### src/design/sgf_pkg.sv
// Shared definitions for the sample gap linear fill block.
// Holds parameter defaults and the sequencer state type; depends on nothing.
`default_nettype none

package sgf_pkg;

	// Default longest gap that is held back for interpolation.
	localparam int unsigned MAX_GAP_DEF = 63;
	// Default sample width, signed fixed point with 8 fraction bits.
	localparam int unsigned SAMPLE_BITS_DEF = 24;

	// Sequencer states.
	typedef enum logic [2:0] {
		ST_IDLE,
		ST_DIV,
		ST_FILL,
		ST_ORIG,
		ST_OVF,
		ST_TAIL
	} state_t;

endpackage

`default_nettype wire

### src/design/sgf_if.sv
// Valid/ready channel interfaces for the sample gap linear fill block.
// Depends on sgf_pkg for the default sample width.
`default_nettype none

interface sgf_in_if #(
	parameter int unsigned SAMPLE_BITS = sgf_pkg::SAMPLE_BITS_DEF
);
	logic                          valid;
	logic                          ready;
	logic signed [SAMPLE_BITS-1:0] sample_value;
	logic                          sample_valid;
	logic                          series_end;

	modport source (output valid, sample_value, sample_valid, series_end, input ready);
	modport sink (input valid, sample_value, sample_valid, series_end, output ready);
endinterface

interface sgf_out_if #(
	parameter int unsigned SAMPLE_BITS = sgf_pkg::SAMPLE_BITS_DEF
);
	logic                          valid;
	logic                          ready;
	logic signed [SAMPLE_BITS-1:0] filled_value;
	logic                          was_filled;
	logic                          gap_overflow;
	logic                          run_last;
	logic                          series_done;

	modport source (output valid, filled_value, was_filled, gap_overflow, run_last,
		series_done, input ready);
	modport sink (input valid, filled_value, was_filled, gap_overflow, run_last,
		series_done, output ready);
endinterface

`default_nettype wire

### src/design/sample_gap_linear_fill.sv
// Sample gap linear fill: streaming gap filler with a shared iterative divider.
// Depends on sgf_pkg and on the sgf_in_if / sgf_out_if channel interfaces.
//
// Usage: samples enter on sample_in, one transfer per sample, each marked present
// or missing; series_end marks the last sample of a series. Missing samples are
// counted and produce no transfer on fill_out until the run closes. A present
// sample releases the pending gap, filled by linear interpolation (or held at
// the sample when no earlier value is known), followed by the sample itself.
// A series end flushes a trailing gap as held values. A gap that grows past
// MAX_GAP is flushed as held values with gap_overflow set.
// Timing: sample_in is ready only while the sequencer is idle. A missing sample
// that closes nothing leaves it idle. An interpolated gap of length g is accepted,
// then runs the restoring divider (one quotient bit a cycle, one division per gap),
// then gives g+1 results, one result a cycle while the receiver takes them.
// Other runs are accepted and then give their results. run_last marks the
// final result of each sample, series_done the final result of a series.
// A registered output stage holds the current result; when the receiver stalls,
// the sequencer waits with it and resumes as soon as the result is taken.
// Reset clears the series state and the output stage; no clearing pass.
`default_nettype none

module sample_gap_linear_fill #(
	parameter int unsigned MAX_GAP     = sgf_pkg::MAX_GAP_DEF,
	parameter int unsigned SAMPLE_BITS = sgf_pkg::SAMPLE_BITS_DEF
) (
	input  wire logic   clk,
	input  wire logic   arst_n,
	sgf_in_if.sink      sample_in,
	sgf_out_if.source   fill_out
);

	localparam int unsigned GW  = $clog2(MAX_GAP + 1);  // pending count width
	localparam int unsigned DVW = $clog2(MAX_GAP + 2);  // divisor width (g+1)
	localparam int unsigned DW  = SAMPLE_BITS + 1;      // difference magnitude width
	localparam int unsigned CW  = $clog2(DW + 1);       // divide step counter width
	localparam int unsigned XW  = SAMPLE_BITS + 2;      // interpolation sum width

	sgf_pkg::state_t state_q, state_d;

	// Series state.
	logic signed [SAMPLE_BITS-1:0] left_value_q;
	logic                          left_known_q;
	logic [GW-1:0]                 pending_q;

	// Current item and run control.
	logic signed [SAMPLE_BITS-1:0] item_value_q;
	logic                          item_end_q;
	logic                          interp_q;
	logic [GW-1:0]                 cnt_q;
	logic [CW-1:0]                 div_cnt_q;

	// Divider and interpolation accumulator.
	logic                          neg_q;
	logic [DVW-1:0]                divisor_q;
	logic [DW-1:0]                 quo_q;
	logic [DVW-1:0]                rem_q;
	logic [DW-1:0]                 acc_q;
	logic [DVW-1:0]                acc_r_q;

	// Output stage.
	logic                          out_valid_q;
	logic signed [SAMPLE_BITS-1:0] out_value_q;
	logic                          out_filled_q;
	logic                          out_ovf_q;
	logic                          out_last_q;
	logic                          out_done_q;

	logic                          accept;
	logic                          emit;
	logic                          load;
	logic signed [SAMPLE_BITS-1:0] res_value;
	logic                          res_filled;
	logic                          res_ovf;
	logic                          res_last;
	logic                          res_done;

	logic signed [DW-1:0]          diff;
	logic [DW-1:0]                 diff_mag;
	logic [DVW:0]                  trial;
	logic                          sub_ok;
	logic [DW-1:0]                 quo_next;
	logic [DVW-1:0]                rem_next;
	logic [DVW:0]                  acc_r_sum;
	logic                          acc_carry;
	logic signed [XW-1:0]          interp_sum;
	logic                          gap_full;

	assign sample_in.ready = (state_q == sgf_pkg::ST_IDLE);
	assign accept          = sample_in.valid && sample_in.ready;
	assign gap_full        = (pending_q == GW'(MAX_GAP));

	// Difference to the new right value and its magnitude.
	assign diff     = DW'(sample_in.sample_value) - DW'(left_value_q);
	assign diff_mag = diff[DW-1] ? DW'(-diff) : DW'(diff);

	// One restoring division step.
	assign trial    = {rem_q, quo_q[DW-1]};
	assign sub_ok   = (trial >= {1'b0, divisor_q});
	assign quo_next = {quo_q[DW-2:0], sub_ok};
	assign rem_next = sub_ok ? DVW'(trial - {1'b0, divisor_q}) : trial[DVW-1:0];

	// Step the quotient and remainder of |d|*j/(g+1) from j to j+1.
	assign acc_r_sum = {1'b0, acc_r_q} + {1'b0, rem_q};
	assign acc_carry = (acc_r_sum >= {1'b0, divisor_q});

	// Interpolated value from the current accumulator.
	assign interp_sum = neg_q ? (XW'(left_value_q) - XW'({1'b0, acc_q}))
	                          : (XW'(left_value_q) + XW'({1'b0, acc_q}));

	// Next state and the result offered in each emitting state.
	always_comb begin
		state_d    = state_q;
		emit       = 1'b0;
		res_value  = left_value_q;
		res_filled = 1'b1;
		res_ovf    = 1'b0;
		res_last   = 1'b0;
		res_done   = 1'b0;
		unique case (state_q)
			sgf_pkg::ST_IDLE: begin
				if (accept) begin
					if (sample_in.sample_valid) begin
						if (pending_q == '0) begin
							state_d = sgf_pkg::ST_ORIG;
						end else if (!left_known_q) begin
							state_d = sgf_pkg::ST_FILL;
						end else begin
							state_d = sgf_pkg::ST_DIV;
						end
					end else if (gap_full) begin
						state_d = sgf_pkg::ST_OVF;
					end else if (sample_in.series_end) begin
						state_d = sgf_pkg::ST_TAIL;
					end
				end
			end
			sgf_pkg::ST_DIV: begin
				if (div_cnt_q == CW'(1)) begin
					state_d = sgf_pkg::ST_FILL;
				end
			end
			sgf_pkg::ST_FILL: begin
				emit      = 1'b1;
				res_value = interp_q ? interp_sum[SAMPLE_BITS-1:0] : item_value_q;
				if (load && cnt_q == GW'(1)) begin
					state_d = sgf_pkg::ST_ORIG;
				end
			end
			sgf_pkg::ST_ORIG: begin
				emit       = 1'b1;
				res_value  = item_value_q;
				res_filled = 1'b0;
				res_last   = 1'b1;
				res_done   = item_end_q;
				if (load) begin
					state_d = sgf_pkg::ST_IDLE;
				end
			end
			sgf_pkg::ST_OVF: begin
				emit     = 1'b1;
				res_ovf  = 1'b1;
				res_last = (cnt_q == GW'(1)) && !item_end_q;
				if (load && cnt_q == GW'(1)) begin
					state_d = item_end_q ? sgf_pkg::ST_TAIL : sgf_pkg::ST_IDLE;
				end
			end
			sgf_pkg::ST_TAIL: begin
				emit     = 1'b1;
				res_last = (cnt_q == GW'(1));
				res_done = (cnt_q == GW'(1));
				if (load && cnt_q == GW'(1)) begin
					state_d = sgf_pkg::ST_IDLE;
				end
			end
			default: begin
				state_d = sgf_pkg::ST_IDLE;
			end
		endcase
	end

	// A result moves into the output stage when the stage is free or draining.
	assign load = emit && (!out_valid_q || fill_out.ready);

	always_ff @(posedge clk or negedge arst_n) begin
		if (!arst_n) begin
			state_q <= sgf_pkg::ST_IDLE;
		end else begin
			state_q <= state_d;
		end
	end

	// Series state, run counter and output valid.
	always_ff @(posedge clk or negedge arst_n) begin
		if (!arst_n) begin
			left_value_q <= '0;
			left_known_q <= 1'b0;
			pending_q    <= '0;
			cnt_q        <= '0;
			div_cnt_q    <= '0;
			out_valid_q  <= 1'b0;
		end else begin
			if (accept) begin
				div_cnt_q <= CW'(DW);
				if (sample_in.sample_valid) begin
					cnt_q     <= pending_q;
					pending_q <= '0;
				end else if (gap_full) begin
					cnt_q     <= GW'(MAX_GAP);
					pending_q <= GW'(1);
				end else begin
					cnt_q     <= GW'(pending_q + 1'b1);
					pending_q <= GW'(pending_q + 1'b1);
				end
			end
			if (state_q == sgf_pkg::ST_DIV) begin
				div_cnt_q <= CW'(div_cnt_q - 1'b1);
			end
			if (load) begin
				// An overflow flush that ends a series leaves one held position for the tail.
				if (state_q == sgf_pkg::ST_OVF && cnt_q == GW'(1)) begin
					cnt_q <= GW'(1);
				end else begin
					cnt_q <= GW'(cnt_q - 1'b1);
				end
				// The series closes on its last result; else the sample becomes the left side.
				if ((state_q == sgf_pkg::ST_ORIG && item_end_q) ||
				    (state_q == sgf_pkg::ST_TAIL && cnt_q == GW'(1))) begin
					left_value_q <= '0;
					left_known_q <= 1'b0;
					pending_q    <= '0;
				end else if (state_q == sgf_pkg::ST_ORIG) begin
					left_value_q <= item_value_q;
					left_known_q <= 1'b1;
				end
			end
			if (load) begin
				out_valid_q <= 1'b1;
			end else if (fill_out.ready) begin
				out_valid_q <= 1'b0;
			end
		end
	end

	// Item capture, divider, accumulator and output payload.
	always_ff @(posedge clk) begin
		if (accept) begin
			item_value_q <= sample_in.sample_value;
			item_end_q   <= sample_in.series_end;
			interp_q     <= left_known_q;
			neg_q        <= diff[DW-1];
			quo_q        <= diff_mag;
			rem_q        <= '0;
			divisor_q    <= DVW'(pending_q) + DVW'(1);
		end
		if (state_q == sgf_pkg::ST_DIV) begin
			quo_q <= quo_next;
			rem_q <= rem_next;
			if (div_cnt_q == CW'(1)) begin
				acc_q   <= quo_next;
				acc_r_q <= rem_next;
			end
		end
		if (load && state_q == sgf_pkg::ST_FILL) begin
			acc_q   <= DW'(acc_q + quo_q + DW'(acc_carry));
			acc_r_q <= acc_carry ? DVW'(acc_r_sum - {1'b0, divisor_q}) : acc_r_sum[DVW-1:0];
		end
		if (load) begin
			out_value_q  <= res_value;
			out_filled_q <= res_filled;
			out_ovf_q    <= res_ovf;
			out_last_q   <= res_last;
			out_done_q   <= res_done;
		end
	end

	assign fill_out.valid        = out_valid_q;
	assign fill_out.filled_value = out_value_q;
	assign fill_out.was_filled   = out_filled_q;
	assign fill_out.gap_overflow = out_ovf_q;
	assign fill_out.run_last     = out_last_q;
	assign fill_out.series_done  = out_done_q;

endmodule

`default_nettype wire
### src/flat_wrapper.sv
// flat-port wrapper written by rule: the top's interface ports become plain ports
module sample_gap_linear_fill_flat 
#(
	parameter int unsigned MAX_GAP     = sgf_pkg::MAX_GAP_DEF,
	parameter int unsigned SAMPLE_BITS = sgf_pkg::SAMPLE_BITS_DEF
)
  (clk, arst_n, sample_in_valid, sample_in_sample_value, sample_in_sample_valid, sample_in_series_end, sample_in_ready, fill_out_valid, fill_out_filled_value, fill_out_was_filled, fill_out_gap_overflow, fill_out_run_last, fill_out_series_done, fill_out_ready);
  sgf_in_if #(.SAMPLE_BITS(SAMPLE_BITS)) sample_in_i ();
  sgf_out_if #(.SAMPLE_BITS(SAMPLE_BITS)) fill_out_i ();
  input  wire logic clk;
  input  wire logic arst_n;
  input wire logic [$bits(sample_in_i.valid)-1:0] sample_in_valid;
  input wire logic [$bits(sample_in_i.sample_value)-1:0] sample_in_sample_value;
  input wire logic [$bits(sample_in_i.sample_valid)-1:0] sample_in_sample_valid;
  input wire logic [$bits(sample_in_i.series_end)-1:0] sample_in_series_end;
  output wire logic [$bits(sample_in_i.ready)-1:0] sample_in_ready;
  output wire logic [$bits(fill_out_i.valid)-1:0] fill_out_valid;
  output wire logic [$bits(fill_out_i.filled_value)-1:0] fill_out_filled_value;
  output wire logic [$bits(fill_out_i.was_filled)-1:0] fill_out_was_filled;
  output wire logic [$bits(fill_out_i.gap_overflow)-1:0] fill_out_gap_overflow;
  output wire logic [$bits(fill_out_i.run_last)-1:0] fill_out_run_last;
  output wire logic [$bits(fill_out_i.series_done)-1:0] fill_out_series_done;
  input wire logic [$bits(fill_out_i.ready)-1:0] fill_out_ready;
  assign sample_in_i.valid = sample_in_valid;
  assign sample_in_i.sample_value = sample_in_sample_value;
  assign sample_in_i.sample_valid = sample_in_sample_valid;
  assign sample_in_i.series_end = sample_in_series_end;
  assign sample_in_ready = sample_in_i.ready;
  assign fill_out_valid = fill_out_i.valid;
  assign fill_out_filled_value = fill_out_i.filled_value;
  assign fill_out_was_filled = fill_out_i.was_filled;
  assign fill_out_gap_overflow = fill_out_i.gap_overflow;
  assign fill_out_run_last = fill_out_i.run_last;
  assign fill_out_series_done = fill_out_i.series_done;
  assign fill_out_i.ready = fill_out_ready;
  sample_gap_linear_fill #(.MAX_GAP(MAX_GAP), .SAMPLE_BITS(SAMPLE_BITS)) u_core (.clk(clk), .arst_n(arst_n), .sample_in(sample_in_i), .fill_out(fill_out_i));
endmodule
### config.mk
export PLATFORM = sky130hd
export DESIGN_NAME = sample_gap_linear_fill_flat
export DESIGN_NICKNAME = d
export VERILOG_FILES = /design/src/design/sgf_pkg.sv /design/src/design/sgf_if.sv /design/src/design/sample_gap_linear_fill.sv /design/src/flat_wrapper.sv
export SDC_FILE = /design/constraint.sdc
export NUM_CORES = 1
export LEC_CHECK = 0
export ABC_AREA = 1
export BUFFER_PORTS_ARGS = -buffer_cell sky130_fd_sc_hd__buf_2
export CORE_AREA = 2 2 178 128
export DETAILED_ROUTE_END_ITERATION = 12
export DIE_AREA = 0 0 180 130
export HOLD_SLACK_MARGIN = 0.12
export PLACE_DENSITY_LB_ADDON = 0.1
export SLEW_MARGIN = 20
export SYNTH_ARGS = -nofsm -noshare
export SYNTH_HDL_FRONTEND = slang
export SYNTH_SLANG_ARGS = --single-unit
### constraint.sdc
create_clock -name clk -period 5 [get_ports clk]
set_clock_uncertainty 0.1 [all_clocks]
set_input_delay 0.25 -clock clk [delete_from_list [all_inputs] [get_ports clk]]
set_output_delay 0.25 -clock clk [all_outputs]
set_load 0.005 [all_outputs]
==> run_results.csv, run 1 <==
group,metric,value,unit
status,status,"completed",
worst_setup_path,critPathKind,"reg -> reg",
floorplan,initial_utilization,61.54,%
placed_design,dpl.hpwl,30.60,mm
worst_setup_path,r2r_start,"u_core.rem_q[2]",
layout,nNetsFinal,2023,
layout,finish.instance_area,0.01511,mm^2
worst_setup_path,cp.required,5070,ps
drt,drt_first_pass_iters,7,
synthesis,synth_nets,1933,
floorplan,rows,46,
timing,hold-worst-slack,198.8,ps
floorplan,die_x,180,um
synthesis,yosysWarningCount,0,
clock_network,clock_sinks,171,
timing,slew_violations,0,
worst_setup_path,crit_slowest_cell,"edfxtp_1",
placed_design,portBuffers,59,
drt,detail_route.wirelength,40.77,mm
clock_network,numCtsBuffers,17,
global_route,grt_pass1_wl,63.45,mm
worst_setup_path,cp-end-kind,"flip-flop",
timing,hold_viol_final,0,
synthesis,synth_seq_cells,171,
timing,setup-tns-final,0,ps
layout,layout_commonest_cell,"nand2_1",
run,drv_cap,0,
synthesis,seq_area_frac_synth,36.34,%
layout,insertedDiodeCount,0,
floorplan,die_h,130,um
synthesis,synth_area_per_cell,7.506,um^2
worst_setup_path,crit_start,"u_core.rem_q[2]",
layout,num-fill-cells,1830,
timing,max_freq,210.4,MHz
placed_design,dpl-instance-area,0.01410,mm^2
timing,finalCriticalPeriod,4753,ps
synthesis,synth_edf_count,125,
global_route,first_global_vias,11670,
worst_setup_path,reg2reg_slack,250,ps
worst_setup_path,arrival,4820,ps
timing,fin_crit_sh,95.07,%
min_path,hold_start,"sample_in_sample_valid",
drt,via_per_inst,5.873,
timing,slew_headroom,40.29,%
min_path,whs_endpoint,"u_core.state_q[1]",
layout,final_cells,2189,
clock_network,cts_htree_levels,4,
drt,wire_per_inst,18.62,um
global_route,grtUsageTotal,35.03,%
worst_setup_path,crit_top_cell,"nand2_1",
layout,final_layout_size_suffix_gt1_share,8.522,%
floorplan,fp.coreArea,0.02193,mm^2
global_route,grt_start_max_net_pins,47,
drt,drtIter0Drc,1463,
drt,drcViolationCount,0,
drt,vias,12860,
placed_design,routabilityCongestion,0.9534,
floorplan,dieArea,0.02340,mm^2
global_route,antenna_found_initial,0,
worst_setup_path,startpoint_type,"flip-flop",
clock_network,clockBufferDepth,2,
worst_setup_path,crit_buf_inv,6,
placed_design,placedCellCount,2124,
layout,area_growth,11.93,%
worst_setup_path,rr_worst_depth,30,
timing,setup_viol,0,
global_route,overflow,0,
timing,worstMarginPinSlew,894.7,ps
worst_setup_path,critPathMaxStageDelay,460,ps
synthesis,syn-cell-area,0.01350,mm^2
clock_network,cts_root_buf,"clkbuf_16",
layout,final_cell_mix,"nand2_1 (417), inv_1 (270), nor2_1 (162), edfxtp_1 (125), o21ai_0 (124)",
floorplan,io-pin-count,60,
synthesis,syn_inst,1798,
clock_network,clkLatencyLatePin,450,ps
worst_setup_path,crit_family,"adder cells",
clock_network,path_clk_slew,70,ps
synthesis,synth.distinct_cells,51,
synthesis,async_reset_ff_share,26.90,%
min_path,hold_depth,5,
synthesis,ys.flop_type,"edfxtp_1",
worst_setup_path,r2r_end,"u_core.acc_q[16]",
min_path,min_path_type,"in -> reg",
drt,antenna_left,0,
clock_network,cts_tree,"built",
worst_setup_path,cp_max_fo,4,
cell usage after synthesis (all sizes together) (4+ instances only):
| master | n | area, um^2 |
|---|---|---|
| nand2 | 431 | 1655 |
| inv | 275 | 1032 |
| nor2 | 170 | 665.6 |
| o21ai | 140 | 704.4 |
| edfxtp | 125 | 3754 |
| nand3 | 114 | 570.6 |
| a21oi | 108 | 548.0 |
| ha | 98 | 1226 |
| xor2 | 56 | 516.8 |
| dfrtp | 46 | 1151 |
| o22ai | 27 | 168.9 |
| xnor2 | 27 | 236.5 |
| nor3 | 23 | 125.1 |
| clkbuf | 22 | 82.58 |
| nand4 | 18 | 112.6 |
| o211ai | 18 | 135.1 |
| o221ai | 17 | 148.9 |
| buf | 12 | 67.56 |
| a31oi | 11 | 68.82 |
| a211oi | 7 | 52.55 |
| fa | 7 | 140.1 |
| o21bai | 7 | 52.55 |
| o31ai | 6 | 45.04 |
| or2 | 6 | 37.54 |
| a21o | 5 | 37.54 |
| and2 | 4 | 25.02 |
per-layer routing:
layer	share of wire, %	up-vias	track usage [%]
met5	0	-	0
met4	1.9	0	7.987
met3	10	73	8.512
met2	43	644	54.09
met1	45	5942	50.26
li1	-	6196	-
layout make-up:
| class | count | area [um^2] | area share [%] |
|---|---|---|---|
| clock inverters | 12 | 162.7 | 1.077 |
| clock buffers | 20 | 456.7 | 3.023 |
| well taps | 288 | 360.3 | 2.385 |
| repair buffers | 105 | 710.7 | 4.705 |
| inverters | 277 | 1040 | 6.883 |
| flip-flops and latches | 171 | 4905 | 32.47 |
| multi-input cells | 1316 | 7471 | 49.46 |
logic make-up (layout without fill, tap and decap cells):
kind of cell | after synthesis | after routing | share of synthesized area (%)
xor+xnor | 83 | 83 | 5.581
buf+inv | 311 | 414 | 8.817
fa+ha+maj | 105 | 105 | 10.12
mux | 2 | 2 | 0.1669
simple gates | 772 | 772 | 23.96
compound gates | 354 | 354 | 15.01
flops | 171 | 171 | 36.34
worst max-delay path by stage:
| stage | to | slack, ps | cells past startpoint |
|---|---|---|---|
| 6_report | u_core.acc_q[16] | 250 | 30 |
| 5_1_grt | u_core.acc_q[16] | -70 | 30 |
| 4_1_cts | u_core.acc_q[18] | 40 | 27 |
| 3_5_place_dp | u_core.acc_q[18] | -80 | 28 |
| 3_3_place_gp | u_core.acc_q[18] | 130 | 28 |
| 2_1_floorplan | u_core.acc_q[18] | 510 | 27 |
flip-flops by register name, summed over array words and instances (netlist names), 3 cells and up:
name	flops
u_core.acc_r_q	7
u_core.state_q	3
u_core.fill_out.filled_value	24
u_core.divisor_q	7
u_core.div_cnt_q	5
u_core.rem_q	7
u_core.item_value_q	24
u_core.cnt_q	6
u_core.acc_q	24
u_core.pending_q	6
u_core.left_value_q	24
u_core.quo_q	25
metrics by stage:
step	setup WS [ps]	utilization, %
CTS	41.48	68.48
detailed placement	-78.28	64.32
floorplan	514.9	-
global placement	125.9	64.32
finish	246.6	68.89
global route	-74.01	68.89
worst reg2reg max path, delay by kind of cell, from the launching register on:
kind / cells / cell delay, ps
compound gates: 8 / 830
xor+xnor: 2 / 400
fa+ha+maj: 4 / 1380
buf+inv: 6 / 580
flops: 1 / 460
simple gates: 10 / 740
timing repair:
item	CTS	global route
endpoints found under the setup margin	4	8
pin swaps	0	4
setup buffers	0	5
hold buffers	28	0
resized for setup	2	12
hold endpoints to repair	73	0
Power of run 1 is not shown: default switching activity piles up to over one toggle a cycle in this logic, so the estimate is an artifact.
==> run 2, diff against run 1 <==
--- a/config.mk
+++ b/config.mk
@@ -7,9 +7,10 @@
 export LEC_CHECK = 0
 export ABC_AREA = 1
 export BUFFER_PORTS_ARGS = -buffer_cell sky130_fd_sc_hd__buf_2
-export CORE_AREA = 2 2 178 128
+export CORE_AREA = 2 2 176 126
+export CTS_BUF_LIST = sky130_fd_sc_hd__clkbuf_8
 export DETAILED_ROUTE_END_ITERATION = 12
-export DIE_AREA = 0 0 180 130
+export DIE_AREA = 0 0 178 128
 export HOLD_SLACK_MARGIN = 0.12
 export PLACE_DENSITY_LB_ADDON = 0.1
 export SLEW_MARGIN = 20
==> run 2 against run 1 <==
  * Die area fell by 2.6%
  * Sequential cell count did not move
  * Sequential share of layout area rose by 0.38 points
  * Critical endpoint is now u_core.acc_q[18]
  * Largest cell class unchanged
  * Highest routed layer unchanged
==> run_results.csv, run 2 (synthesis gave the netlist of run 1 again) <==
group,metric,value,unit
status,status,"completed",
drt,vias,12880,
run,drv_cap,0,
worst_setup_path,critPathKind,"reg -> reg",
layout,finish.utilization,70.34,%
floorplan,io-pin-count,60,
drt,met1_length,17.27,mm
drt,antenna_left,0,
global_route,grt_pass1_wl,61.68,mm
drt,detail_route.wirelength,39.11,mm
worst_setup_path,crit_top_cell,"nand2_1",
global_route,first_global_vias,11860,
drt,drcViolationCount,0,
layout,layout_commonest_cell,"nand2_1",
timing,max_freq,213.4,MHz
worst_setup_path,cp_max_fo,4,
clock_network,cts_root_buf,"clkbuf_8",
layout,area_growth,10.64,%
min_path,min_path_type,"in -> async",
clock_network,clockBufferDepth,2,
global_route,overflow,0,
timing,worstMarginPinSlew,943.0,ps
clock_network,clock_sinks,171,
global_route,grt_start_max_net_pins,47,
drt,wire_per_inst,17.93,um
clock_network,cts_tree,"built",
drt,via_per_inst,5.907,
layout,final_cell_mix,"nand2_1 (418), inv_1 (270), nor2_1 (162), o21ai_0 (125), edfxtp_1 (125)",
clock_network,cts_htree_levels,4,
drt,route.met2.wl,16.66,mm
floorplan,rows,45,
layout,regMostFlops,"u_core.quo_q",
timing,hold_viol_final,0,
placed_design,portBuffers,59,
floorplan,fp.coreArea,0.02123,mm^2
layout,largest_reg_flops,25,
drt,drtIter0Drc,1492,
layout,nNetsFinal,2021,
layout,final_layout_size_suffix_gt1_share,8.531,%
timing,setup_viol,0,
placed_design,routabilityCongestion,1.006,
clock_network,numCtsBuffers,17,
timing,fin_crit_sh,93.73,%
clock_network,path_clk_slew,100,ps
worst_setup_path,crit_slowest_cell,"edfxtp_1",
floorplan,die_h,128,um
global_route,grtUsageTotal,35.15,%
global_route,antenna_found_initial,1,
worst_setup_path,arrival,4820,ps
worst_setup_path,startpoint_type,"flip-flop",
timing,slew_violations,0,
timing,finalCriticalPeriod,4687,ps
drt,routed-wl-met3,4.485,mm
placed_design,dpl.hpwl,29.65,mm
drt,maxUsedRoutingLayer,"met4",
floorplan,dieArea,0.02278,mm^2
timing,slew_headroom,36.90,%
layout,insertedDiodeCount,0,
worst_setup_path,cp.required,5130,ps
floorplan,initial_utilization,63.58,%
worst_setup_path,cp-end-kind,"flip-flop",
worst_setup_path,critPathMaxStageDelay,420,ps
floorplan,die_x,178,um
clock_network,clkLatencyLatePin,500,ps
drt,drt_first_pass_iters,5,
-- run 2: final cells by class --
type	count	area (um^2)
clock buffers	20	275.3
clock inverters	12	182.7
fillers	1756	6295
inverters	277	1040
multi-input cells	1316	7478
flip-flops and latches	171	4905
well taps	282	352.8
repair buffers	103	698.2
-- run 2: critical path: cells and delay by family, from the launching register on --
kind	cells	cell delay [ps]
adder cells (fa/ha/maj)	5	1290
AO/OA/AOI/OAI	8	1250
AND/OR/NAND/NOR	9	930
flip-flops	1	420
buffers and inverters	4	280
XOR/XNOR	1	160
-- run 2: what timing repair did --
item / in CTS / in global routing
hold buffers: 29 / 0
setup buffers: 0 / 5
hold endpoints to repair: 75 / 0
resized for setup: 1 / 15
pin swaps: 0 / 8
endpoints found under the setup margin: 1 / 9
-- run 2: final timing paths --
| kind | startpoint | end | slack, ps | cells past startpoint |
|---|---|---|---|---|
| worst max-delay path | u_core.rem_q[0] | u_core.acc_q[18] | 310 | 27 |
| min in group clk | sample_in_sample_value[15] | u_core.item_value_q[15] | 390 | 2 |
| max in group asynchronous | arst_n | u_core.left_value_q[16] | 4050 | 3 |
| worst min register to register | u_core.div_cnt_q[2] | u_core.div_cnt_q[2] | 410 | 1 |
| worst max register to register | u_core.rem_q[0] | u_core.acc_q[18] | 310 | 27 |
| worst min-delay path | arst_n | u_core.left_value_q[12] | 300 | 3 |
-- run 2: per-layer routing --
metal	global-route usage, %	up-vias
met4	9.113	0
met5	0	-
met3	9.490	53
met2	52.85	697
li1	-	6210
met1	50.33	5924
-- run 2: stage by stage --
stage	cells	instance area, um^2	setup TNS, ps	hold slack, ps	setup WS (ps)
6_report	2181	14930	0	297.3	313.5
5_1_grt	2181	14930	-50.00	350.1	-50.00
4_1_cts	2176	14830	0	301.0	15.47
3_5_place_dp	2115	14070	-72.49	304.9	-72.49
3_3_place_gp	2115	14070	0	303.2	72.56
2_1_floorplan	1798	13500	0	-145.6	514.9
Power of run 2 is left out for the same reason.
